==> config.mk <==
export PLATFORM = sky130hd
export DESIGN_NAME = msv_queue
export DESIGN_NICKNAME = d
export VERILOG_FILES = /design/src/hw/rtl/msv_pkg.sv /design/src/hw/rtl/msv_queue.sv
export SDC_FILE = /design/constraint.sdc
export NUM_CORES = 1
export LEC_CHECK = 0
export BUFFER_PORTS_ARGS = -buffer_cell sky130_fd_sc_hd__buf_2
export CORE_MARGIN = 2
export CORE_UTILIZATION = 56
export CTS_CLUSTER_DIAMETER = 200
export DETAILED_ROUTE_END_ITERATION = 10
export MAX_ROUTING_LAYER = met4
export PLACE_DENSITY = 0.87
export SETUP_SLACK_MARGIN = 0.02
export SYNTH_ARGS = -nofsm -noshare
export SYNTH_HDL_FRONTEND = slang
export SYNTH_SLANG_ARGS = --single-unit
==> constraint.sdc <==
create_clock -name clock -period 33.1 [get_ports clock]
set_clock_uncertainty 0.15 [all_clocks]
set_input_delay 9.93 -clock clock [delete_from_list [all_inputs] [get_ports clock]]
set_output_delay 9.93 -clock clock [all_outputs]
set_load 0.005 [all_outputs]
==> src/hw/rtl/msv_pkg.sv <==
// msv_pkg: shared types and constants for the masked volume statistics core.
// Holds the volume word that travels from the front accumulator to the back unit.
// No dependencies.
package msv_pkg;

   localparam int SAMPLE_BITS   = 16;
   localparam int FRAC_BITS     = 8;
   localparam int COUNT_BITS    = 25;
   localparam int SUM_BITS      = 40;
   localparam int SQSUM_BITS    = 56;
   localparam int OUT_BITS      = 24;

   localparam logic [COUNT_BITS-1:0]  MAX_VOXELS = 25'd16777216;
   localparam logic signed [SAMPLE_BITS-1:0] SAMPLE_TOP    = 16'sh7FFF;
   localparam logic signed [SAMPLE_BITS-1:0] SAMPLE_BOTTOM = 16'sh8000;

   typedef struct packed {
      logic signed [SUM_BITS-1:0]    sum;
      logic [SQSUM_BITS-1:0]         sq_sum;
      logic [COUNT_BITS-1:0]         count;
      logic signed [SAMPLE_BITS-1:0] min_val;
      logic signed [SAMPLE_BITS-1:0] max_val;
      logic                          overflow;
   } msv_rec_type;

   typedef enum logic [6:0] {
      ST_IDLE   = 7'b0000001,
      ST_MEAN   = 7'b0000010,
      ST_MUL_A  = 7'b0000100,
      ST_MUL_B  = 7'b0001000,
      ST_VAR    = 7'b0010000,
      ST_ROOT   = 7'b0100000,
      ST_FINISH = 7'b1000000
   } msv_state_type;

endpackage

==> src/hw/rtl/msv_queue.sv <==
// msv_queue: two-entry queue of volume words between front and back.
// Uses msv_pkg.
module msv_queue (
   input  logic                 clock,
   input  logic                 reset,
   input  logic                 push,
   input  msv_pkg::msv_rec_type push_rec,
   input  logic                 pop,
   output msv_pkg::msv_rec_type head,
   output logic                 full,
   output logic                 empty
);

   msv_pkg::msv_rec_type entry_ff [2];
   logic       wr_ptr_ff, wr_ptr_in, rd_ptr_ff, rd_ptr_in;
   logic [1:0] cnt_ff, cnt_in;

   assign full  = (cnt_ff == 2'd2);
   assign empty = (cnt_ff == 2'd0);
   assign head  = entry_ff[rd_ptr_ff];

   always_comb begin
      wr_ptr_in = push ? !wr_ptr_ff : wr_ptr_ff;
      rd_ptr_in = pop  ? !rd_ptr_ff : rd_ptr_ff;
      cnt_in    = cnt_ff + {1'b0, push} - {1'b0, pop};
   end

   always_ff @(posedge clock) begin
      if (push) begin
         entry_ff[wr_ptr_ff] <= push_rec;
      end
   end

   always_ff @(posedge clock) begin
      if (reset) begin
         wr_ptr_ff <= 1'b0;
         rd_ptr_ff <= 1'b0;
         cnt_ff    <= 2'd0;
      end else begin
         wr_ptr_ff <= wr_ptr_in;
         rd_ptr_ff <= rd_ptr_in;
         cnt_ff    <= cnt_in;
      end
   end

   assert property (@(posedge clock) disable iff (reset) push |-> !full)
      else $error("push into full queue");
   assert property (@(posedge clock) disable iff (reset) pop |-> !empty)
      else $error("pop from empty queue");
   assert property (@(posedge clock) disable iff (reset)
      (push && !pop && !full) |=> !empty)
      else $error("queue lost a word");

endmodule

[Word level (Yosys, flattened, before mapping)]
Memories as Yosys holds them, arrays and structs flattened. A register that Yosys moved wholly into a read port is not among the register bits.
Cells that the tools add are included.
Word-level totals
  output and inout port bits: 156
  memories kept: 1
  RAM bits: 308
  register bits: 4
Memory list
  entry_ff: depth 2, bits a word 154, rd ports 1, clocked after memory_dff 1, write ports 1, RTL line msv_queue.sv:14  | msv_pkg::msv_rec_type entry_ff [2];
Operators by class
  multiplexer cells: 4
  reductions and logical operators: 3
  equality and inequality tests: 1
  add/sub/neg operators: 2
Operators with widths (number)
  $mux W1: 4
  $add A2 B1 Y2: 1
  $eq A2 B2 Y1 const B: 1
  $logic_not A1 Y1: 2
  $logic_not A2 Y1: 1
  $sub A2 B1 Y2: 1

[Depth between registers and ports, before layout]
  word-level depth: 3
  mapped depth: 6

[Least setup slack after synthesis]
OpenSTA, ideal clock, no wires.
  path kind: in2reg
  from: in push
  to: mem entry_ff[0][0] in the netlist's numbering, enable pin
  path buffers: 0
  stages on the path: 1
  required time: 32.262 ns
  path slack: 15.673 ns
  data arrival time: 16.589 ns
  cells stage by stage: nor2b_1
Between the ends
  word-level cells in the longest chain between the ends: 2
Ends and longest elaborated chain
  from (decl): RTL line msv_queue.sv:6  | input logic push,
  $mux W1: RTL line msv_queue.sv:29  | if (push) begin
  $mux W1 (not written as such): RTL line msv_queue.sv:30  | entry_ff[wr_ptr_ff] <= push_rec;
  to (decl): RTL line msv_queue.sv:14
No other way between the ends.

==> impl_results.md <==
* Status: completed
* # rows at 52
* Setup TNS at 0 ps
* Clock power frac at 0.361
* Max-cap viol count at 0
* Slew headroom at 0.425
* Fin crit share at 0.387
* Initial drt markers at 245
* Largest net degree at the start of global routing at 66
* Routed len/inst at between 15 and 20 um
* Crit Path Category: reg2out
* Register bit total from synthesis at 313
* CTS clock-pin slew for the worst setup and hold paths at 60 ps
* Clock tree buffer depth at 3
* Port Buffers at 313
* Tmin final at 12,830 ps
* Initial antenna violation count at 6
* Post-synthesis cell count at 500
* Initial Util at 0.571
* Net Sw Frac at 0.207
* Syn-to-layout area delta at 24.0%
* Final Wtd Congestion at 0.779
* CTS buffer count at 30
* Mapped Nets at 660
* Sequential area share after synthesis at 0.809
* Root Driver: clkbuf_16
* # H-tree levels at 1
* Cell area power density at just over 60 nW/um^2
* Vias in the first global route at 6,197
* Internal power at 0.698 mW
* Chip height at about 150 um
* Least-Margin Pin Slew at 863 ps
* Final instance area at 14,300 um^2
* Slew Limit Fails at 0
* Post-DP Area at about 13,000 um^2
* Gate power share at 0.103
* Clock network latency to the later pin of the worst-skew pair at 530 ps
* Post_cts resized at 0
* # Post-CTS Setup Buffers at 0
* GRT Residual Overflow at 0
* F_max at 0.0780 GHz
* Post-Route WL at 21,700 um
* Top Ports at 314
* Critical Path AT at 2750 ps
* Total iterations of the first detailed-routing run at 4
* Die area at 21,800 um^2
* Endpoint kind of the worst setup timing path: output port
* Via count at 5,842
* Global-route wire length before repair at 32,200 um
* Routed Antenna Nets at 0
* Die Span X at ~150 um
* CP required at 23,020 ps
* Startpoint Class: register
* Share of Yosys cell area claimed by the top area cell type at 0.800
* Vias per std cell at between 5 and 6
* Crit path max fanout at 65
* Drt drc at 0
* Dominant cells by area after synthesis: edfxtp_1 80%, mux2_2 9.2%, mux2_4 7.8%
* Synth Warn # at 0
* Nets@finish at between 900 and 1,000
* Layout cell share with drive strength beyond 1 at 0.601
* Leakage at 5.51 nW
* Reg power frac at 0.536
* Final setup fails at 0
* Largest area contributor in the netlist: edfxtp_1
* Clock Sinks at 313
* Cts-stage hold buffer count at 0
* Switching power at 0.182 mW
* Final hold vios at 0
* Hold depth at 2
* Hold Crit Class: reg2reg
* TritonCTS clock tree: built
* Final HPWL DP at 14,700 um
* Syn_area_per_cell at between 20 and 25 um^2
* Unique masters post-synth at 13
* Core area at 20,200 um^2
* Peak VDD IR at 0.0479 mV
* Gr usage total at 0.199
* FF-to-FF path depth at 3
* Netlist Area Pre-Place at roughly 12,000 um^2
* RSZ-0062 raised after global routing: no
## worst max-delay path, cell delays in order (launching register included)
cell and delay [ps]:
dfxtp_4 790, buf_4 750, mux2_2 430, buf_2 130
## power groups by stage
stage | Combinational [mW] | Clock [mW] | Sequential (mW)
after floorplan | 0.0526 | 0 | 0.480
after global placement | 0.0884 | 0 | 0.478
after detailed placement | 0.0907 | 0 | 0.480
after CTS | 0.0915 | 0.323 | 0.472
after global routing | 0.0976 | 0.338 | 0.474
final | 0.0905 | 0.317 | 0.472
## flip-flops by register name, indices dropped and copies added, names as in the netlist, named ones only
register   cells
rd_ptr_ff      1
entry_ff     308
wr_ptr_ff      1
cnt_ff         2
## Yosys cell counts
cell      count
and2_1        1
buf_2         9
buf_6         8
dfxtp_1       5
edfxtp_1    308
ha_1          2
inv_1         2
mux2_2       94
mux2_4       60
nor2_1        5
nor2b_1       3
xnor2_1       2
xnor3_1       1
## metal layers
layer,up-vias,wire (um),GRT usage
met1,2844,8090,0.231
met2,289,10900,0.336
li1,2658,-,-
met4,0,616,0.0697
met5,-,0,-
met3,51,2060,0.0546
## worst paths after layout
check | from | slack, ps | to
setup / recovery | register | 20270 | head[21]
hold / removal | rd_ptr_ff | 400 | rd_ptr_ff
setup reg to reg | wr_ptr_ff | 30780 | entry_ff[0][135]
hold reg to reg | rd_ptr_ff | 400 | rd_ptr_ff
## logic make-up (layout without fill, tap and decap cells)
group	count (synthesis)	after routing	synth area share
xor+xnor	3	3	0.00346
fa+ha+maj	2	2	0.00216
buf+inv	19	376	0.0123
flops	313	313	0.809
mux	154	154	0.169
other cells	0	6	0
simple gates	9	9	0.00379
## cell type report
type | instances | area [um^2]
Sequential cell | 313 | 9350
Fill cell | 1192 | 5900
Multi-Input combinational cell | 168 | 2080
Timing Repair Buffer | 320 | 1620
Clock buffer | 40 | 810
Tap cell | 270 | 338
Clock inverter | 14 | 118
Antenna cell | 6 | 15.0
Inverter | 2 | 7.51
## through the flow
step | total power, mW | worst slack, ps | std cells | util | hold WS (ps)
3_5_place_dp | 0.571 | 20840 | 1073 | 0.662 | 384
4_1_cts | 0.887 | 20270 | 1127 | 0.708 | 399
3_3_place_gp | 0.567 | 20810 | 1073 | 0.662 | 346
6_report | 0.880 | 20270 | 1133 | 0.709 | 400
5_1_grt | 0.909 | 20150 | 1133 | 0.709 | 442
2_1_floorplan | 0.533 | 15670 | 500 | - | 330
## layout by cell type, fill, tap and decap left out
cell | netlist | routed
buf_2 | 9 | 313
edfxtp_1 | 308 | 308
clkbuf_16 | 0 | 31
bufinv_16 | 0 | 2
mux2_4 | 60 | 60
dfxtp_4 | 0 | 1
nor2b_4 | 0 | 1
dfxtp_1 | 5 | 4
xnor3_1 | 1 | 1
clkinv_1 | 0 | 7
diode_2 | 0 | 6
clkinv_2 | 0 | 3
and2_4 | 0 | 1
clkbuf_1 | 0 | 9
inv_1 | 2 | 2
mux2_2 | 94 | 94
clkinvlp_4 | 0 | 1
nor2_1 | 5 | 5
ha_1 | 2 | 2
clkinv_4 | 0 | 1
nor2b_1 | 3 | 2
xnor2_1 | 2 | 2
buf_4 | 0 | 7
Power figures use the tool's default switching activity.
