==> src/hw/rtl/msv_pkg.sv <==
// msv_pkg: shared types and constants for the masked volume statistics core.
// Holds the volume word that travels from the front accumulator to the back unit.
// No dependencies.
package msv_pkg;

   localparam int SAMPLE_BITS   = 16;
   localparam int FRAC_BITS     = 8;
   localparam int COUNT_BITS    = 25;
   localparam int SUM_BITS      = 40;
   localparam int SQSUM_BITS    = 56;
   localparam int OUT_BITS      = 24;

   localparam logic [COUNT_BITS-1:0]  MAX_VOXELS = 25'd16777216;
   localparam logic signed [SAMPLE_BITS-1:0] SAMPLE_TOP    = 16'sh7FFF;
   localparam logic signed [SAMPLE_BITS-1:0] SAMPLE_BOTTOM = 16'sh8000;

   typedef struct packed {
      logic signed [SUM_BITS-1:0]    sum;
      logic [SQSUM_BITS-1:0]         sq_sum;
      logic [COUNT_BITS-1:0]         count;
      logic signed [SAMPLE_BITS-1:0] min_val;
      logic signed [SAMPLE_BITS-1:0] max_val;
      logic                          overflow;
   } msv_rec_type;

   typedef enum logic [6:0] {
      ST_IDLE   = 7'b0000001,
      ST_MEAN   = 7'b0000010,
      ST_MUL_A  = 7'b0000100,
      ST_MUL_B  = 7'b0001000,
      ST_VAR    = 7'b0010000,
      ST_ROOT   = 7'b0100000,
      ST_FINISH = 7'b1000000
   } msv_state_type;

endpackage

==> src/hw/rtl/msv_front.sv <==
// msv_front: accepts voxel words, accumulates count, sums, min and max.
// Pushes one msv_pkg::msv_rec_type per volume into the queue. Uses msv_pkg.
module msv_front (
   input  logic                                  clock,
   input  logic                                  reset,
   input  logic                                  req_valid,
   output logic                                  req_stall,
   input  logic signed [msv_pkg::SAMPLE_BITS-1:0] req_sample_value,
   input  logic                                  req_in_mask,
   input  logic                                  req_last_sample,
   input  logic                                  q_full,
   output logic                                  q_push,
   output msv_pkg::msv_rec_type                  q_rec
);

   msv_pkg::msv_rec_type acc_ff, acc_in, nxt;
   logic                 take;
   logic signed [31:0]   prod;

   assign req_stall = q_full;
   assign take      = req_valid && !req_stall;
   assign prod      = req_sample_value * req_sample_value;

   always_comb begin
      nxt = acc_ff;
      if (req_in_mask) begin
         if (acc_ff.count >= msv_pkg::MAX_VOXELS) begin
            nxt.overflow = 1'b1;
         end else begin
            nxt.sum    = acc_ff.sum + msv_pkg::SUM_BITS'(req_sample_value);
            nxt.sq_sum = acc_ff.sq_sum + {24'd0, prod[31:0]};
            nxt.count  = acc_ff.count + 25'd1;
            if (req_sample_value < acc_ff.min_val) nxt.min_val = req_sample_value;
            if (req_sample_value > acc_ff.max_val) nxt.max_val = req_sample_value;
         end
      end
   end

   always_comb begin
      acc_in = acc_ff;
      if (take) begin
         if (req_last_sample) begin
            acc_in.sum      = '0;
            acc_in.sq_sum   = '0;
            acc_in.count    = '0;
            acc_in.min_val  = msv_pkg::SAMPLE_TOP;
            acc_in.max_val  = msv_pkg::SAMPLE_BOTTOM;
            acc_in.overflow = 1'b0;
         end else begin
            acc_in = nxt;
         end
      end
   end

   assign q_push = take && req_last_sample;
   assign q_rec  = nxt;

   always_ff @(posedge clock) begin
      if (reset) begin
         acc_ff.sum      <= '0;
         acc_ff.sq_sum   <= '0;
         acc_ff.count    <= '0;
         acc_ff.min_val  <= msv_pkg::SAMPLE_TOP;
         acc_ff.max_val  <= msv_pkg::SAMPLE_BOTTOM;
         acc_ff.overflow <= 1'b0;
      end else begin
         acc_ff <= acc_in;
      end
   end

endmodule

==> config.mk <==
export PLATFORM = sky130hd
export DESIGN_NAME = msv_front
export DESIGN_NICKNAME = d
export VERILOG_FILES = /design/src/hw/rtl/msv_pkg.sv /design/src/hw/rtl/msv_front.sv
export SDC_FILE = /design/constraint.sdc
export NUM_CORES = 1
export LEC_CHECK = 0
export BUFFER_PORTS_ARGS = -buffer_cell sky130_fd_sc_hd__buf_4
export CORE_ASPECT_RATIO = 0.5
export CORE_MARGIN = 1
export CORE_UTILIZATION = 25
export DETAILED_ROUTE_END_ITERATION = 10
export HOLD_SLACK_MARGIN = 0.15
export SLEW_MARGIN = 0
export SYNTH_ARGS = -nofsm -noshare
export SYNTH_HDL_FRONTEND = slang
export SYNTH_SLANG_ARGS = --single-unit
==> constraint.sdc <==
create_clock -name clock -period 21.3 [get_ports clock]
set_input_delay 5.325 -clock clock [delete_from_list [all_inputs] [get_ports clock]]
set_output_delay 5.325 -clock clock [all_outputs]
set_load 0.02 [all_outputs]
## Word-level counts from Yosys, hierarchy flattened

Cells that the tools add are included.
Widths: inputs -> output; s select.

- $add $sub $neg: 3
- Multipliers: 1
- Divide/modulo/power cells: 0
- Magnitude comparators: 3
- Equality and inequality tests: 0
- Shift operators: 0
- Mux-type cells: 6
- Bitwise operators: 0
- Reduce and logical (&&, ||, !) cells: 3

Operators by type and width:

| operator | number |
|---|---|
| $mux 154 | 2 |
| $mux 153 | 1 |
| $add 56x32->56 | 1 |
| $add 40x16->40 | 1 |
| $mul 16x16->32 | 1 |
| $mux 16 | 2 |
| $add 25x1->25 const B | 1 |
| $ge 25x25->1 const B | 1 |
| $gt 16x16->1 | 1 |
| $lt 16x16->1 | 1 |
| $logic_and 1x1->1 | 2 |
| $logic_not 1->1 | 1 |
| $mux 1 | 1 |

- Register bits after elaboration: 154
- Bits in latches: 0
- RAM bits: 0
- Memory bits (read-only): 0
- Bits of input ports: 22
- Output and inout bits: 156
- Logic and storage cells: 22
- Memories kept: 0

## Logic depth before layout (Yosys ltp)

Gate-level depths: netlist (run 1).

- Word-level depth: 5
- Depth in mapped cells: 36
- Mapped depth without buffers: 34

## Least setup slack after synthesis (run 1)

OpenSTA, ideal clock, no wires.

- Kind: input to output
- Start: in req_sample_value[15] (netlist bit)
- End: out q_rec[93] (netlist bit)
- Data arrival time: 13111 ps
- Required time: 15975 ps
- Path slack: 2864 ps
- Stages: 28
- Buffers on the path: 1
- Cell sequence: clkbuf_1 clkinv_1 nor2_1 fa_1 inv_1 fa_1 inv_1 fa_1 fa_1 fa_1 inv_1 fa_1 inv_1 ha_1 a21oi_1 nor2_1 a21oi_1 o31ai_1 or4_1 a31o_2 xor2_1 ha_1 and3_1 a221o_1 a21oi_1 nor2b_1 a211oi_1 xor2_1

RTL lines:

| what | line | RTL |
|---|---|---|
| from (decl) | msv_front.sv:8 | `input logic signed [msv_pkg::SAMPLE_BITS-1:0] req_sample_value,` |
| to (decl) | msv_front.sv:13 | `output msv_pkg::msv_rec_type q_rec` |

==> results of run 1 <==
==> area by class of cell <==
class	count	area share [%]
diodes	1	0.0101
clock buffers	21	1.89
clock inverters	11	0.539
inverters	400	6.04
multi-input cells	2039	67.3
flip-flops and latches	154	12.4
well taps	1170	5.89
repair buffers	197	5.95
==> Yosys cell counts (50+ instances only) <==
master	instances
nor2_1	180
a21oi_1	116
fa_1	234
nand3_1	57
nand2_1	280
ha_1	200
a22oi_1	50
a21o_1	76
dfxtp_1	154
clkbuf_1	129
xnor2_1	93
xor2_1	54
o21ai_0	195
inv_1	392
==> stage by stage <==
step	hold slack (ns)	std cells	setup slack (ns)	util, %	instance area [µm²]
after floorplan	0.447	2735	2.86	-	21800
after global routing	0.513	3992	1.00	28.8	24900
after detailed placement	0.469	3960	1.61	28.1	24200
after CTS	0.485	3992	1.58	28.8	24900
final	0.486	3993	1.46	28.8	24900
after global placement	0.462	3960	1.69	28.1	24200
==> critical path, delay by kind of cell <==
| kind | cells | cell delay (ns) |
|---|---|---|
| compound gates | 10 | 2.39 |
| xor+xnor | 3 | 0.52 |
| fa+ha+maj | 8 | 3.63 |
| buf+inv | 8 | 1.41 |
| simple gates | 4 | 1.15 |
==> per-layer routing <==
layer | track usage [%] | vias up
li1 | - | 9374
met1 | 18.5 | 9834
met2 | 29.2 | 523
met3 | 1.54 | 126
met4 | 6.58 | 0
met5 | 0 | -
==> cell families after synthesis <==
logic type      Yosys count  share of synthesized area (%)
compound gates          672                           20.2
simple gates            762                           16.2
flops                   154                           14.1
xor+xnor                147                           5.90
mux                      24                           1.21
fa+ha+maj               434                           32.9
buf+inv                 542                           9.39
==> worst min path at each step <==
stage,to,slack (ns),cells past startpoint,start
4_1_cts,acc_ff[152],0.49,2,acc_ff[152]
3_3_place_gp,acc_ff[139],0.46,2,acc_ff[139]
5_1_grt,acc_ff[79],0.51,2,acc_ff[79]
3_5_place_dp,acc_ff[152],0.47,2,acc_ff[152]
2_1_floorplan,acc_ff[152],0.45,2,acc_ff[152]
6_report,acc_ff[152],0.49,2,acc_ff[152]
==> impl_metrics.ini, run 1 <==
[floorplanning]
coreArea_um2 = 86200
initial_core_util_pct = 25.3
die_y_um = 211
design.die.area_um2 = 88500
ios = 178
rows = 76
dieWidth_um = 420

[detailed_routing]
routedWlPerCell_um = 17.5
drc_errors = 2
drtPass1Iterations = 8
viasPerCell = 4.97
drt_iter0_drc = 1405
met1_length_um = 27700
vias = 19900
ant_nets = 0
dr_wl_met2_um = 36300
top_layer = met4
drt_wl_total_um = 69700
dr_wl_met3_um = 2930

[critical_path]
timing.rr.start = acc_ff[18]
endpoint_kind = output port
crit_type = input port to output port
reg2reg_slack_ns = 17.53
endpoint = q_rec[101]
r2r-end = acc_ff[25]
cp_slowest_cell = nor2b_1
reg2reg_depth = 10
path_max_fanout = 48
cp-startpoint = req_sample_value[15]
crit_path_start_kind = input port
cp.arrival_ns = 14.52
path_common_cell = fa_1
required_ns = 15.98
slowest_delay_ns = 0.74

[cts]
cts_buffers = 17
root_buffer = clkbuf_16
postCtsSetupBuffers = 0
clk_pin_slew_ns = 0.07
htree_levels = 4
clk_latency_ns = 0.47
ctsResizeCount = 0
tritoncts = yes
cts_sinks = 154
postCtsHoldBufs = 0
cts.path.max_buffers = 2

[final_layout]
final-seq-area_um2 = 3080
layout_common_cells = inv_1, nand2_1, fa_1
synthToLayoutAreaGrowth_pct = 13.9
multi_input_area_um2 = 16700
fin_nets = 3265
fill_cells = 9282
layout-drive-gt1-share_pct = 9.74
final_common_cell = inv_1
max_flop_register = acc_ff
largest_reg_flops = 154
reg.largest.list = acc_ff x154

[timing]
period_share_pct = 93.2
skew_ns = 0.0134
hold_viol_final = 0
drv_slew = 0
slew-limit-headroom_pct = 26.2
max_clock_freq_mhz = 50.4
tightest_slew_ns = 1.11
rsz0062_at_grt = false
finalSetupViolations = 0
setup_tns_ns = 0
layout_min_cycle_time_ns = 19.84

[yosys]
synth_edf_count = 0
synth_top_area_share_pct = 21.5
synth_top_area_cell = fa_1
synth-seq-cells = 154
ys_async_sr_fraction_pct = 0
synth-seq-area-share_pct = 14.1
synth_cell_types = 80
synthFlopType = dfxtp_1
synth_area_leaders = fa_1, dfxtp_1, ha_1
syn_area_um2 = 21800
synth_cells = 2735
ys_warn_count = 0
synth_nets = 3191
synth_area_per_cell_um2 = 7.98

[run_status]
run_status = complete, but fails checks
violations = DRC

[job]
maxCapViolations = 0

[global_route]
grt_pass1_vias = 19900
grt_max_degree = 57
grt_pass1_wl_um = 110000
antenna_found_initial = 0
grt_usage_pct = 15.8
overflow = 0

[placement]
gp_congestion = 0.898
place_hpwl_um = 52600
port_buffers = 177

[hold_path]
hp-class = flop to flop
Power of run 1 is not shown: default switching activity piles up to over one toggle a cycle in this logic, so the estimate is an artifact.
==> run 2, diff against run 1 <==
--- a/config.mk
+++ b/config.mk
@@ -5,10 +5,12 @@
 export SDC_FILE = /design/constraint.sdc
 export NUM_CORES = 1
 export LEC_CHECK = 0
+export ABC_AREA = 1
 export BUFFER_PORTS_ARGS = -buffer_cell sky130_fd_sc_hd__buf_4
 export CORE_ASPECT_RATIO = 0.5
 export CORE_MARGIN = 1
 export CORE_UTILIZATION = 25
+export CTS_BUF_LIST = sky130_fd_sc_hd__clkbuf_16
 export DETAILED_ROUTE_END_ITERATION = 10
 export HOLD_SLACK_MARGIN = 0.15
 export SLEW_MARGIN = 0
==> run 2 against run 1 <==
- the flow now finishes without violations
- worst setup slack improved by 0.68 ns
- cell count up 23%
- sequential share of layout area is 0.77 points lower
- sequential cell count is the same
- maximum frequency increased by 3.5%
- global-route usage is 0.92 points higher
- register-to-register slack gained 0.02 ns
- hold slack worse by 0.016 ns
- core utilization rose by 0.095 points
- first-iteration DRC count increased by 12%
- cell area is 6.6% higher
- wire length grew 12%
- critical endpoint is now q_rec[113]
- largest cell class unchanged
==> impl_metrics.ini, run 2 <==
[run_status]
run_status = finished clean

[yosys]
synthFlopType = dfxtp_1
synth-seq-area-share_pct = 13.2
synth_top_area_share_pct = 20.0
ys_warn_count = 0
synth_cell_types = 52
synth_common_cells = nand2_1, inv_1, a21oi_1, fa_1, nor2_1
synth_nets = 4003
synth-seq-cells = 154
synth_top_area_cell = fa_1
synth_area_leaders = fa_1, nand2_1, dfxtp_1
ys_async_sr_fraction_pct = 0
synth_area_per_cell_um2 = 6.59
syn_area_um2 = 23400
synth_cells = 3547
yosysMostFrequentCell = nand2_1
synth_edf_count = 0

[critical_path]
crit_type = input port to output port
path_max_fanout = 53
slowest_delay_ns = 0.67
endpoint_kind = output port
required_ns = 15.98
cp_slowest_cell = clkinv_1
path_common_cell = nand2_1
cp_num_buf_inv = 7
crit_path_start_kind = input port
cp.arrival_ns = 13.84
critPathTopFamily = adder cells

[detailed_routing]
viasPerCell = 4.61
ant_nets = 0
vias = 22500
drt_iter0_drc = 1567
drtPass1Iterations = 5
drc_errors = 0
routedWlPerCell_um = 16.0
drt_wl_total_um = 78300

[timing]
tightest_slew_ns = 1.06
layout_min_cycle_time_ns = 19.16
hold_viol_final = 0
drv_slew = 0
slew-limit-headroom_pct = 29.2
skew_ns = 0.0244
finalSetupViolations = 0
setup_tns_ns = 0
whs_ns = 0.470
rsz0062_at_grt = false
period_share_pct = 90.0
max_clock_freq_mhz = 52.2

[cts]
htree_levels = 4
cts.path.max_buffers = 2
tritoncts = yes
root_buffer = clkbuf_16
cts_buffers = 17
postCtsSetupBuffers = 0
clk_pin_slew_ns = 0.08
ctsResizeCount = 0
cts_sinks = 154
postCtsHoldBufs = 0
clk_latency_ns = 0.50

[hold_path]
hp-class = flop to flop

[global_route]
grt_max_degree = 89
overflow = 0
grt_pass1_vias = 22300
grt_pass1_wl_um = 124000
grt_usage_pct = 16.7
antenna_found_initial = 0

[floorplanning]
rows = 78
dieWidth_um = 435
initial_core_util_pct = 25.5
ios = 178
die_y_um = 218
coreArea_um2 = 91600
design.die.area_um2 = 94800

[final_layout]
max_flop_register = acc_ff
fin_cells = 4893
synthToLayoutAreaGrowth_pct = 13.3
largest_reg_flops = 154
final_common_cell = nand2_1
reg.largest.list = acc_ff x154
fill_cells = 10100
antenna_cells = 0
layout_common_cells = nand2_1, inv_1, a21oi_1
layout-drive-gt1-share_pct = 7.20
fin_nets = 4096

[placement]
place_hpwl_um = 63700
placedCellCount = 4861
gp_congestion = 0.945
port_buffers = 177

[job]
maxCapViolations = 0
==> run 2: cell count changes after synthesis, sizes merged, moves of 37 or more <==
cell,before,now
nand2,280,1003
nor2,181,229
xnor2,93,52
clkbuf,130,93
a22oi,50,0
a21oi,116,307
nand3,57,202
a21o,76,14
o21ai,211,116
inv,392,681
==> run 2: per-stage QoR <==
stage | instance area, µm² | worst slack [ns] | utilization [%]
3_5_place_dp | 25900 | 2.18 | 28.3
4_1_cts | 26500 | 2.15 | 28.9
5_1_grt | 26500 | 1.53 | 28.9
6_report | 26500 | 2.14 | 28.9
3_3_place_gp | 25900 | 2.28 | 28.3
2_1_floorplan | 23400 | 3.77 | -
==> run 2: final timing paths <==
kind / endpoint / startpoint / slack, ns / depth (start not counted)
hold / removal: acc_ff[5] / acc_ff[5] / 0.47 / 2
hold reg to reg: acc_ff[5] / acc_ff[5] / 0.47 / 2
setup reg to reg: acc_ff[106] / acc_ff[57] / 17.55 / 16
setup / recovery: q_rec[113] / req_sample_value[15] / 2.14 / 36
==> run 2: area by class of cell <==
type	instances	area, µm²	share of cell area (%)
flip-flops and latches	154	3080	11.6
repair buffers	185	1390	5.24
well taps	1240	1550	5.86
multi-input cells	2599	17300	65.3
clock buffers	17	425	1.61
inverters	683	2570	9.70
clock inverters	15	169	0.637
==> run 2: logic make-up after synthesis <==
family	synth area share (%)
compound gates	11.3
xor+xnor	3.62
fa+ha+maj	30.7
buf+inv	12.8
flops	13.2
simple gates	28.3
==> run 2: routing by layer <==
layer  part of all wire [%]  global-route usage (%)  vias up
li1                       -                       -    11200
met4                    3.0                    5.73        0
met1                     46                    21.9    10800
met3                    3.8                    1.75       86
met2                     48                    28.4      494
met5                      0                       0        -
==> run 2: worst register-to-register path: cells and delay by family (launching register included) <==
family / cells / cell delay, ns
AOI/OAI and AO/OA: 1 / 0.15
buffers and inverters: 6 / 2.19
DFF: 1 / 0.37
and+or+nand+nor: 9 / 0.95
Power of run 2 is left out for the same reason.
