**config.mk**
```make
export PLATFORM = sky130hd
export DESIGN_NAME = msv_back
export DESIGN_NICKNAME = d
export VERILOG_FILES = /design/src/hw/rtl/msv_pkg.sv /design/src/hw/rtl/msv_back.sv
export SDC_FILE = /design/constraint.sdc
export NUM_CORES = 2
export LEC_CHECK = 0
export BUFFER_PORTS_ARGS = -buffer_cell sky130_fd_sc_hd__buf_2
export CORE_ASPECT_RATIO = 0.8
export CORE_MARGIN = 4
export CORE_UTILIZATION = 45
export DETAILED_ROUTE_END_ITERATION = 16
export SYNTH_ARGS = -nofsm -noshare
export SYNTH_HDL_FRONTEND = slang
export SYNTH_SLANG_ARGS = --single-unit
```
**constraint.sdc**
```tcl
create_clock -name clock -period 28.5 [get_ports clock]
set_input_delay 4.275 -clock clock [delete_from_list [all_inputs] [get_ports clock]]
set_output_delay 4.275 -clock clock [all_outputs]
set_load 0.005 [all_outputs]
```
**src/hw/rtl/msv_pkg.sv**
```systemverilog
// msv_pkg: shared types and constants for the masked volume statistics core.
// Holds the volume word that travels from the front accumulator to the back unit.
// No dependencies.
package msv_pkg;

   localparam int SAMPLE_BITS   = 16;
   localparam int FRAC_BITS     = 8;
   localparam int COUNT_BITS    = 25;
   localparam int SUM_BITS      = 40;
   localparam int SQSUM_BITS    = 56;
   localparam int OUT_BITS      = 24;

   localparam logic [COUNT_BITS-1:0]  MAX_VOXELS = 25'd16777216;
   localparam logic signed [SAMPLE_BITS-1:0] SAMPLE_TOP    = 16'sh7FFF;
   localparam logic signed [SAMPLE_BITS-1:0] SAMPLE_BOTTOM = 16'sh8000;

   typedef struct packed {
      logic signed [SUM_BITS-1:0]    sum;
      logic [SQSUM_BITS-1:0]         sq_sum;
      logic [COUNT_BITS-1:0]         count;
      logic signed [SAMPLE_BITS-1:0] min_val;
      logic signed [SAMPLE_BITS-1:0] max_val;
      logic                          overflow;
   } msv_rec_type;

   typedef enum logic [6:0] {
      ST_IDLE   = 7'b0000001,
      ST_MEAN   = 7'b0000010,
      ST_MUL_A  = 7'b0000100,
      ST_MUL_B  = 7'b0001000,
      ST_VAR    = 7'b0010000,
      ST_ROOT   = 7'b0100000,
      ST_FINISH = 7'b1000000
   } msv_state_type;

endpackage

```
**src/hw/rtl/msv_back.sv**
```systemverilog
// msv_back: per-volume math: mean divide, shift-add products, variance divide,
// integer square root, and the result register. Uses msv_pkg.
module msv_back (
   input  logic                                  clock,
   input  logic                                  reset,
   input  logic                                  q_empty,
   input  msv_pkg::msv_rec_type                  q_head,
   output logic                                  q_pop,
   output logic                                  rsp_valid,
   input  logic                                  rsp_stall,
   output logic                                  rsp_stats_valid,
   output logic signed [msv_pkg::OUT_BITS-1:0]   rsp_mean_value,
   output logic [msv_pkg::OUT_BITS-1:0]          rsp_std_dev,
   output logic signed [msv_pkg::SAMPLE_BITS-1:0] rsp_min_value,
   output logic signed [msv_pkg::SAMPLE_BITS-1:0] rsp_max_value,
   output logic [msv_pkg::COUNT_BITS-1:0]        rsp_voxel_count,
   output logic                                  rsp_count_overflow
);

   msv_pkg::msv_state_type state_ff, state_in;
   logic [6:0]   step_ff, step_in;
   logic [39:0]  smag_ff, smag_in, head_smag;
   logic         neg_ff, neg_in;
   msv_pkg::msv_rec_type rec_ff, rec_in;
   logic [96:0]  dvd_ff, dvd_in;
   logic [47:0]  dvs_ff, dvs_in;
   logic [48:0]  rem_ff, rem_in, rem_sh;
   logic [63:0]  quo_ff, quo_in, quo_step;
   logic [80:0]  acc_ff, acc_in, mcand_ff, mcand_in;
   logic [39:0]  mplier_ff, mplier_in;
   logic [63:0]  rx_ff, rx_in, rres_ff, rres_in, rbit_ff, rbit_in, rtry;
   logic [23:0]  mean_ff, mean_in, sd_ff, sd_in;
   logic [49:0]  nn1;
   logic         div_ge, last_step, out_free;
   logic         rv_ff, rv_in;
   logic         o_stats_ff, o_stats_in, o_ovf_ff, o_ovf_in;
   logic [23:0]  o_mean_ff, o_mean_in, o_sd_ff, o_sd_in;
   logic [15:0]  o_min_ff, o_min_in, o_max_ff, o_max_in;
   logic [24:0]  o_cnt_ff, o_cnt_in;

   assign head_smag = q_head.sum[39] ? 40'(-q_head.sum) : 40'(q_head.sum);
   assign rem_sh    = {rem_ff[47:0], dvd_ff[96]};
   assign div_ge    = rem_sh >= {1'b0, dvs_ff};
   assign quo_step  = {quo_ff[62:0], div_ge};
   assign last_step = (step_ff == 7'd0);
   assign nn1       = {25'd0, rec_ff.count} * {25'd0, rec_ff.count - 25'd1};
   assign rtry      = rres_ff + rbit_ff;
   assign out_free  = !rv_ff || !rsp_stall;
   assign q_pop     = (state_ff == msv_pkg::ST_IDLE) && !q_empty;

   always_comb begin
      state_in  = state_ff;
      step_in   = last_step ? 7'd0 : step_ff - 7'd1;
      smag_in   = smag_ff;
      neg_in    = neg_ff;
      rec_in    = rec_ff;
      dvd_in    = dvd_ff;
      dvs_in    = dvs_ff;
      rem_in    = rem_ff;
      quo_in    = quo_ff;
      acc_in    = acc_ff;
      mcand_in  = mcand_ff;
      mplier_in = mplier_ff;
      rx_in     = rx_ff;
      rres_in   = rres_ff;
      rbit_in   = rbit_ff;
      mean_in   = mean_ff;
      sd_in     = sd_ff;
      rv_in     = rv_ff && rsp_stall;
      o_stats_in = o_stats_ff;
      o_mean_in  = o_mean_ff;
      o_sd_in    = o_sd_ff;
      o_min_in   = o_min_ff;
      o_max_in   = o_max_ff;
      o_cnt_in   = o_cnt_ff;
      o_ovf_in   = o_ovf_ff;
      unique case (state_ff)
         msv_pkg::ST_IDLE: begin
            if (!q_empty) begin
               rec_in  = q_head;
               smag_in = head_smag;
               neg_in  = q_head.sum[39];
               if (q_head.count == '0) begin
                  mean_in  = '0;
                  sd_in    = '0;
                  state_in = msv_pkg::ST_FINISH;
               end else begin
                  dvd_in   = {head_smag, 8'd0, 49'd0};
                  dvs_in   = {23'd0, q_head.count};
                  rem_in   = '0;
                  quo_in   = '0;
                  step_in  = 7'd47;
                  state_in = msv_pkg::ST_MEAN;
               end
            end
         end
         msv_pkg::ST_MEAN: begin
            rem_in = div_ge ? rem_sh - {1'b0, dvs_ff} : rem_sh;
            quo_in = quo_step;
            dvd_in = {dvd_ff[95:0], 1'b0};
            if (last_step) begin
               mean_in = neg_ff ? 24'(~quo_step[23:0] + 24'd1) : quo_step[23:0];
               if (rec_ff.count < 25'd2) begin
                  sd_in    = '0;
                  state_in = msv_pkg::ST_FINISH;
               end else begin
                  dvs_in    = nn1[47:0];
                  acc_in    = '0;
                  mcand_in  = {25'd0, rec_ff.sq_sum};
                  mplier_in = {15'd0, rec_ff.count};
                  step_in   = 7'd24;
                  state_in  = msv_pkg::ST_MUL_A;
               end
            end
         end
         msv_pkg::ST_MUL_A: begin
            if (mplier_ff[0]) acc_in = acc_ff + mcand_ff;
            mcand_in  = {mcand_ff[79:0], 1'b0};
            mplier_in = {1'b0, mplier_ff[39:1]};
            if (last_step) begin
               mcand_in  = {41'd0, smag_ff};
               mplier_in = smag_ff;
               step_in   = 7'd39;
               state_in  = msv_pkg::ST_MUL_B;
            end
         end
         msv_pkg::ST_MUL_B: begin
            if (mplier_ff[0]) acc_in = acc_ff - mcand_ff;
            mcand_in  = {mcand_ff[79:0], 1'b0};
            mplier_in = {1'b0, mplier_ff[39:1]};
            if (last_step) begin
               dvd_in   = {acc_in, 16'd0};
               rem_in   = '0;
               quo_in   = '0;
               step_in  = 7'd96;
               state_in = msv_pkg::ST_VAR;
            end
         end
         msv_pkg::ST_VAR: begin
            rem_in = div_ge ? rem_sh - {1'b0, dvs_ff} : rem_sh;
            quo_in = quo_step;
            dvd_in = {dvd_ff[95:0], 1'b0};
            if (last_step) begin
               rx_in    = quo_step;
               rres_in  = '0;
               rbit_in  = 64'd1 << 62;
               step_in  = 7'd31;
               state_in = msv_pkg::ST_ROOT;
            end
         end
         msv_pkg::ST_ROOT: begin
            if (rx_ff >= rtry) begin
               rx_in   = rx_ff - rtry;
               rres_in = {1'b0, rres_ff[63:1]} + rbit_ff;
            end else begin
               rres_in = {1'b0, rres_ff[63:1]};
            end
            rbit_in = {2'b00, rbit_ff[63:2]};
            if (last_step) begin
               sd_in    = rres_in[23:0];
               state_in = msv_pkg::ST_FINISH;
            end
         end
         msv_pkg::ST_FINISH: begin
            if (out_free) begin
               rv_in      = 1'b1;
               o_stats_in = (rec_ff.count != '0);
               o_mean_in  = mean_ff;
               o_sd_in    = sd_ff;
               o_min_in   = o_stats_in ? rec_ff.min_val : '0;
               o_max_in   = o_stats_in ? rec_ff.max_val : '0;
               o_cnt_in   = rec_ff.count;
               o_ovf_in   = o_stats_in && rec_ff.overflow;
               state_in   = msv_pkg::ST_IDLE;
            end
         end
         default: state_in = msv_pkg::ST_IDLE;
      endcase
   end

   always_ff @(posedge clock) begin
      step_ff   <= step_in;
      smag_ff   <= smag_in;
      neg_ff    <= neg_in;
      rec_ff    <= rec_in;
      dvd_ff    <= dvd_in;
      dvs_ff    <= dvs_in;
      rem_ff    <= rem_in;
      quo_ff    <= quo_in;
      acc_ff    <= acc_in;
      mcand_ff  <= mcand_in;
      mplier_ff <= mplier_in;
      rx_ff     <= rx_in;
      rres_ff   <= rres_in;
      rbit_ff   <= rbit_in;
      mean_ff   <= mean_in;
      sd_ff     <= sd_in;
      o_stats_ff <= o_stats_in;
      o_mean_ff  <= o_mean_in;
      o_sd_ff    <= o_sd_in;
      o_min_ff   <= o_min_in;
      o_max_ff   <= o_max_in;
      o_cnt_ff   <= o_cnt_in;
      o_ovf_ff   <= o_ovf_in;
   end

   always_ff @(posedge clock) begin
      if (reset) begin
         state_ff <= msv_pkg::ST_IDLE;
         rv_ff    <= 1'b0;
      end else begin
         state_ff <= state_in;
         rv_ff    <= rv_in;
      end
   end

   assign rsp_valid          = rv_ff;
   assign rsp_stats_valid    = o_stats_ff;
   assign rsp_mean_value     = o_mean_ff;
   assign rsp_std_dev        = o_sd_ff;
   assign rsp_min_value      = o_min_ff;
   assign rsp_max_value      = o_max_ff;
   assign rsp_voxel_count    = o_cnt_ff;
   assign rsp_count_overflow = o_ovf_ff;

   assert property (@(posedge clock) disable iff (reset)
      (rv_ff && o_sd_ff != '0) |-> (o_cnt_ff > 25'd1))
      else $error("nonzero deviation with fewer than two voxels");
   assert property (@(posedge clock) disable iff (reset)
      (rv_ff && !o_stats_ff) |-> (o_mean_ff == '0 && o_sd_ff == '0 && o_cnt_ff == '0))
      else $error("empty volume result not cleared");
   assert property (@(posedge clock) disable iff (reset)
      (rv_ff && o_stats_ff) |-> ($signed(o_min_ff) <= $signed(o_max_ff)))
      else $error("min above max");
   assert property (@(posedge clock) disable iff (reset)
      (state_ff == msv_pkg::ST_FINISH && rv_ff && rsp_stall) |=> rv_ff)
      else $error("pending result overwritten");

endmodule
```
=== Word-level counts from Yosys, hierarchy flattened ===
Cells that the tools add are included.

* Register bits: 975
* Input port bits: 158
* Word-level logic and storage cells: 161

* Add/sub/neg operators: 10
* Multiply operators: 1
* $lt $le $gt $ge: 3
* Equality and inequality tests: 20
* Multiplexer cells: 69
* Bitwise logic cells: 2
* Reduce and logical (&&, ||, !) cells: 27

{| class="wikitable"
|+ Operator list
! kind !! count
|-
| $mux W81 || 7
|-
| $pmux W81 S3 || 2
|-
| $mux W48 || 8
|-
| $pmux W64 S2 || 3
|-
| $mux W64 || 5
|-
| $mux W97 || 3
|-
| $pmux W97 S3 || 1
|-
| $pmux W63 S3 || 1
|-
| $mux W24 || 7
|-
| $mux W40 || 4
|-
| $pmux W48 S3 || 1
|-
| $mux W63 || 2
|-
| $pmux W40 S3 || 1
|-
| $mux W7 || 17
|-
| $pmux W48 S2 || 1
|-
| $add A81 B81 Y81 || 1
|-
| $sub A81 B81 Y81 || 1
|-
| $pmux W24 S3 || 1
|-
| $add A63 B64 Y64 || 1
|-
| $add A64 B64 Y64 || 1
|-
| $ge A64 B64 Y1 || 1
|-
| $sub A64 B64 Y64 || 1
|-
| $ge A49 B48 Y1 || 1
|-
| $pmux W7 S7 || 1
|-
| 36 further kinds || 60
|}

=== Logic depth before layout (Yosys ltp) ===
* Depth in word-level cells: 6
* Gate-level depth with buffers: 37
* Depth with buffers taken out: 34

=== Worst setup path before layout ===
OpenSTA, ideal clock, no wires.

* Path kind: input to register
* From: input port q_empty
* To: register dvd_ff[16] (enable)
* Setup time: 1,041 ps
* Data arrival time: 27,086 ps
* Required time: 27,459 ps
* Setup slack: 374 ps
* Stages on the path: 3
* Path buffers: 0
* Path through: nor2_1 > o21ai_1 > a221oi_1

* Longest elaborated chain between the ends: 2

{| class="wikitable"
|+ RTL lines
! item !! line !! source
|-
| start, declared || msv_back.sv:6 || <nowiki>input logic q_empty,</nowiki>
|-
| $ne A2 B2 Y1 (no source line) || n/a ||
|-
| $reduce_and A4 Y1 (no source line) || n/a ||
|-
| end signal, assigned || msv_back.sv:186 || <nowiki>dvd_ff <= dvd_in;</nowiki>
|-
| end, declared || msv_back.sv:25 || <nowiki>logic [96:0] dvd_ff, dvd_in;</nowiki>
|}

No other way between the ends.
A chain may end at the register's enable or synchronous reset.

=== Worst setup path in the final report ===
* From: register rec_ff[33] (netlist name)
* To: register dvs_ff[40] (data pin)

* Longest elaborated chain between the ends: 5

{| class="wikitable"
|+ RTL lines
! item !! line !! source
|-
| start, declared || msv_back.sv:24 || <nowiki>msv_pkg::msv_rec_type rec_ff, rec_in;</nowiki>
|-
| start signal, assigned || msv_back.sv:185 || <nowiki>rec_ff <= rec_in;</nowiki>
|-
| $sub A25 B1 Y25 || msv_back.sv:46 || <nowiki>assign nn1 = {25'd0, rec_ff.count} * {25'd0, rec_ff.count - 25'd1};</nowiki>
|-
| $mul A25 B25 Y48 (*) || msv_back.sv:46 ||
|-
| $mux W48 (*) || msv_back.sv:103 || <nowiki>if (rec_ff.count < 25'd2) begin</nowiki>
|-
| $mux W48 (*) || msv_back.sv:101 || <nowiki>if (last_step) begin</nowiki>
|-
| $pmux W48 S2 (*) || msv_back.sv:77 || <nowiki>unique case (state_ff)</nowiki>
|-
| end signal, assigned || msv_back.sv:187 || <nowiki>dvs_ff <= dvs_in;</nowiki>
|-
| end, declared || msv_back.sv:26 || <nowiki>logic [47:0] dvs_ff, dvs_in;</nowiki>
|}

Mark *: on every way between the ends. The rest lies on a longest branch, timed or not. The select of a mux whose other input is x is not followed.

==> flow_summary.json <==
{
  "cap_violations": 0,
  "finalHoldViolations": 0,
  "postRouteAntennaNets": 0,
  "cts_htree_levels": 3,
  "netlist_top_cells_count": "edfxtp_1 (912), inv_1 (893), ha_1 (538)",
  "clkTransAtPathRegs_ps": 70,
  "grt_pass1_wl_mm": 360.0,
  "drive_gt1_frac": 0.07328,
  "gp_congestion": 0.9401,
  "synth_cell_types": 81,
  "worst-path-max-fanout": 33,
  "dp_slack_ps": 17780,
  "crit_path_end_kind": "flip-flop",
  "hold_start": "sd_ff[15]",
  "row_count": 136,
  "r2r_start": "rec_ff[33]",
  "core-area_um2": 171700,
  "root_buffer": "clkbuf_16",
  "yosysMostFrequentCell": "edfxtp_1",
  "synthFlopType": "edfxtp_1",
  "fp.dieW_um": 472.4,
  "reg2reg_slack_ps": 17700,
  "critPathKind": "flip-flop to flip-flop",
  "cts_tree": "done",
  "tightest_slew_ps": 1230,
  "finalClockSkew_ps": 28.10,
  "drcViolationCount": 0,
  "numCtsBuffers": 104,
  "synth_area_um2": 77660,
  "antenna_found_initial": 14,
  "slowest_stage": "clkinv_1",
  "synth_edf_count": 912,
  "setup_violations": 0,
  "first_global_vias": 58790,
  "ys_warn_count": 0,
  "area_growth_pct": 8.976,
  "viasPerCell": 5.748,
  "yosysSeqAreaShare": 0.3565,
  "io_pins": 267,
  "synth_area_leader_cell": "edfxtp_1",
  "finalWorstSetupSlack_ps": 17700,
  "wirelength_mm": 232.9,
  "hold_path_end": "rsp_std_dev[15]",
  "fin_area_um2": 84630,
  "period_share": 0.3790,
  "arrival_ps": 11260,
  "fin_hold_ws_ps": 417.3,
  "synth_top_cell_area_share": 0.3527,
  "rr_endpoint": "dvs_ff[40]",
  "nets": 9174,
  "clock.fmax_mhz": 92.59,
  "placed_area_um2": 81140,
  "ys_ff_latch": 927,
  "layout_min_cycle_time_ps": 10800,
  "hold_path_depth": 0,
  "dieHeight_um": 379.6,
  "async_reset_ff_frac": 0,
  "slew_headroom": 0.1586,
  "drt_iter0_drc": 5431,
  "critPathMostFrequentCell": "fa_1",
  "drv_slew": 0,
  "ctsResizeCount": 0,
  "ctsHoldBuffers": 0,
  "cts_setup_buffers": 0,
  "io_buffers": 266,
  "dr.pass1.iters": 7,
  "required_ps": 28960,
  "syn_avg_cell_area_um2": 9.850,
  "hp-class": "flip-flop to flip-flop",
  "grt_max_degree": 148,
  "start_kind": "flip-flop",
  "vias": 59320,
  "track_usage": 0.2570,
  "ys_top_cells_by_area": "edfxtp_1 (35%), fa_1 (14%), ha_1 (8.7%)",
  "die-area_um2": 179300,
  "initial_core_util": 0.4523,
  "fin_tns_setup_ps": 0,
  "syn_nets": 9109,
  "dpl.hpwl_mm": 172.5,
  "clock-sinks": 927,
  "cts.path.max_buffers": 3,
  "fillers": 15930,
  "netlist_instances": 7884,
  "grt_overflow_total": 0,
  "max_stage_delay_ps": 690,
  "rsz0062_at_grt": "false",
  "outcome": "finished, final reports clean",
  "clock_latency_ps": 750,
  "wire_per_inst_um": 22.57,
  "rr_worst_depth": 33
}
[metrics by stage]
| stage | utilization | instances |
|---|---|---|
| 2_1_floorplan | - | 7884 |
| 3_3_place_gp | 0.4726 | 10120 |
| 3_5_place_dp | 0.4726 | 10120 |
| 4_1_cts | 0.4928 | 10320 |
| 5_1_grt | 0.4929 | 10320 |
| 6_report | 0.4929 | 10320 |
[kinds of logic (layout without fill, tap and decap cells)]
family | count (synthesis) | in the layout | share of synthesized area
other | 0 | 5 | 0
muxes | 57 | 57 | 0.007460
buffers and inverters | 1288 | 1442 | 0.06235
xor gates and xnor gates | 468 | 468 | 0.05278
DFF | 927 | 927 | 0.3565
and+or+nand+nor | 2330 | 2330 | 0.1533
adders and majority gates | 1067 | 1067 | 0.2231
AOI/OAI and AO/OA | 1747 | 1747 | 0.1445
[state kept, by name (all words and copies together) (netlist names), 25 cells and up]
name	cells
acc_ff	81
rbit_ff	32
quo_ff	63
mcand_ff	81
dvs_ff	48
rres_ff	64
dvd_ff	81
rec_ff	114
smag_ff	40
rem_ff	48
rsp_voxel_count	25
rx_ff	64
mplier_ff	40
[worst max-delay path: cells and delay by family (launching register included)]
family | cells | cell delay [ps]
adder cells (fa/ha/maj) | 10 | 5070
AO/OA/AOI/OAI | 10 | 2720
buffers and inverters | 5 | 1310
AND/OR/NAND/NOR | 7 | 910
flip-flops | 1 | 330
XOR/XNOR | 1 | 160
[cell type report]
type / instances / area, um2 / share of cell area
multi-input cells: 5669 / 45280 / 0.5350
diodes: 5 / 12.51 / 0.0001479
well taps: 2277 / 2849 / 0.03367
repair buffers: 345 / 1937 / 0.02289
clock inverters: 72 / 780.7 / 0.009226
inverters: 902 / 3388 / 0.04004
flip-flops and latches: 927 / 27690 / 0.3272
clock buffers: 123 / 2694 / 0.03183
[worst max path at each step]
| stage | start | end | slack, ps | depth (start not counted) |
|---|---|---|---|---|
| 2_1_floorplan | q_empty | dvd_ff[16] | 370 | 3 |
| 3_3_place_gp | rec_ff[33] | dvs_ff[40] | 17940 | 35 |
| 3_5_place_dp | rec_ff[33] | dvs_ff[40] | 17780 | 35 |
| 4_1_cts | rec_ff[33] | dvs_ff[40] | 17780 | 35 |
| 5_1_grt | rec_ff[33] | dvs_ff[40] | 17140 | 35 |
| 6_report | rec_ff[33] | dvs_ff[40] | 17700 | 33 |
[metal layers]
layer,GRT usage,share of wire,up-vias
met1,0.3798,0.46,29570
met4,0.08962,0.036,4
met3,0.04087,0.071,324
met2,0.3821,0.43,2030
met5,0,0.00012,-
li1,-,-,27390
[cells in the final DEF, fill, tap and decap left out, types with 66 or more instances in the layout]
cell         n
o31ai_1     66
nand2b_1   417
buf_2      266
o21ai_0    414
a21o_1     144
xnor2_1    288
nand4_1     72
nand2_1    532
inv_1      892
nand3_1     92
and2_1     157
a31oi_1     86
clkbuf_16  104
o21bai_1    93
ha_1       538
xor2_1     180
a21oi_1    467
buf_4       78
nor3_1      71
nor2b_1    245
nor2_1     490
edfxtp_1   912
fa_1       529
Power is left out: the tool's default activity adds up to more than one toggle a clock period on the data nets, which glitch-free logic cannot reach.
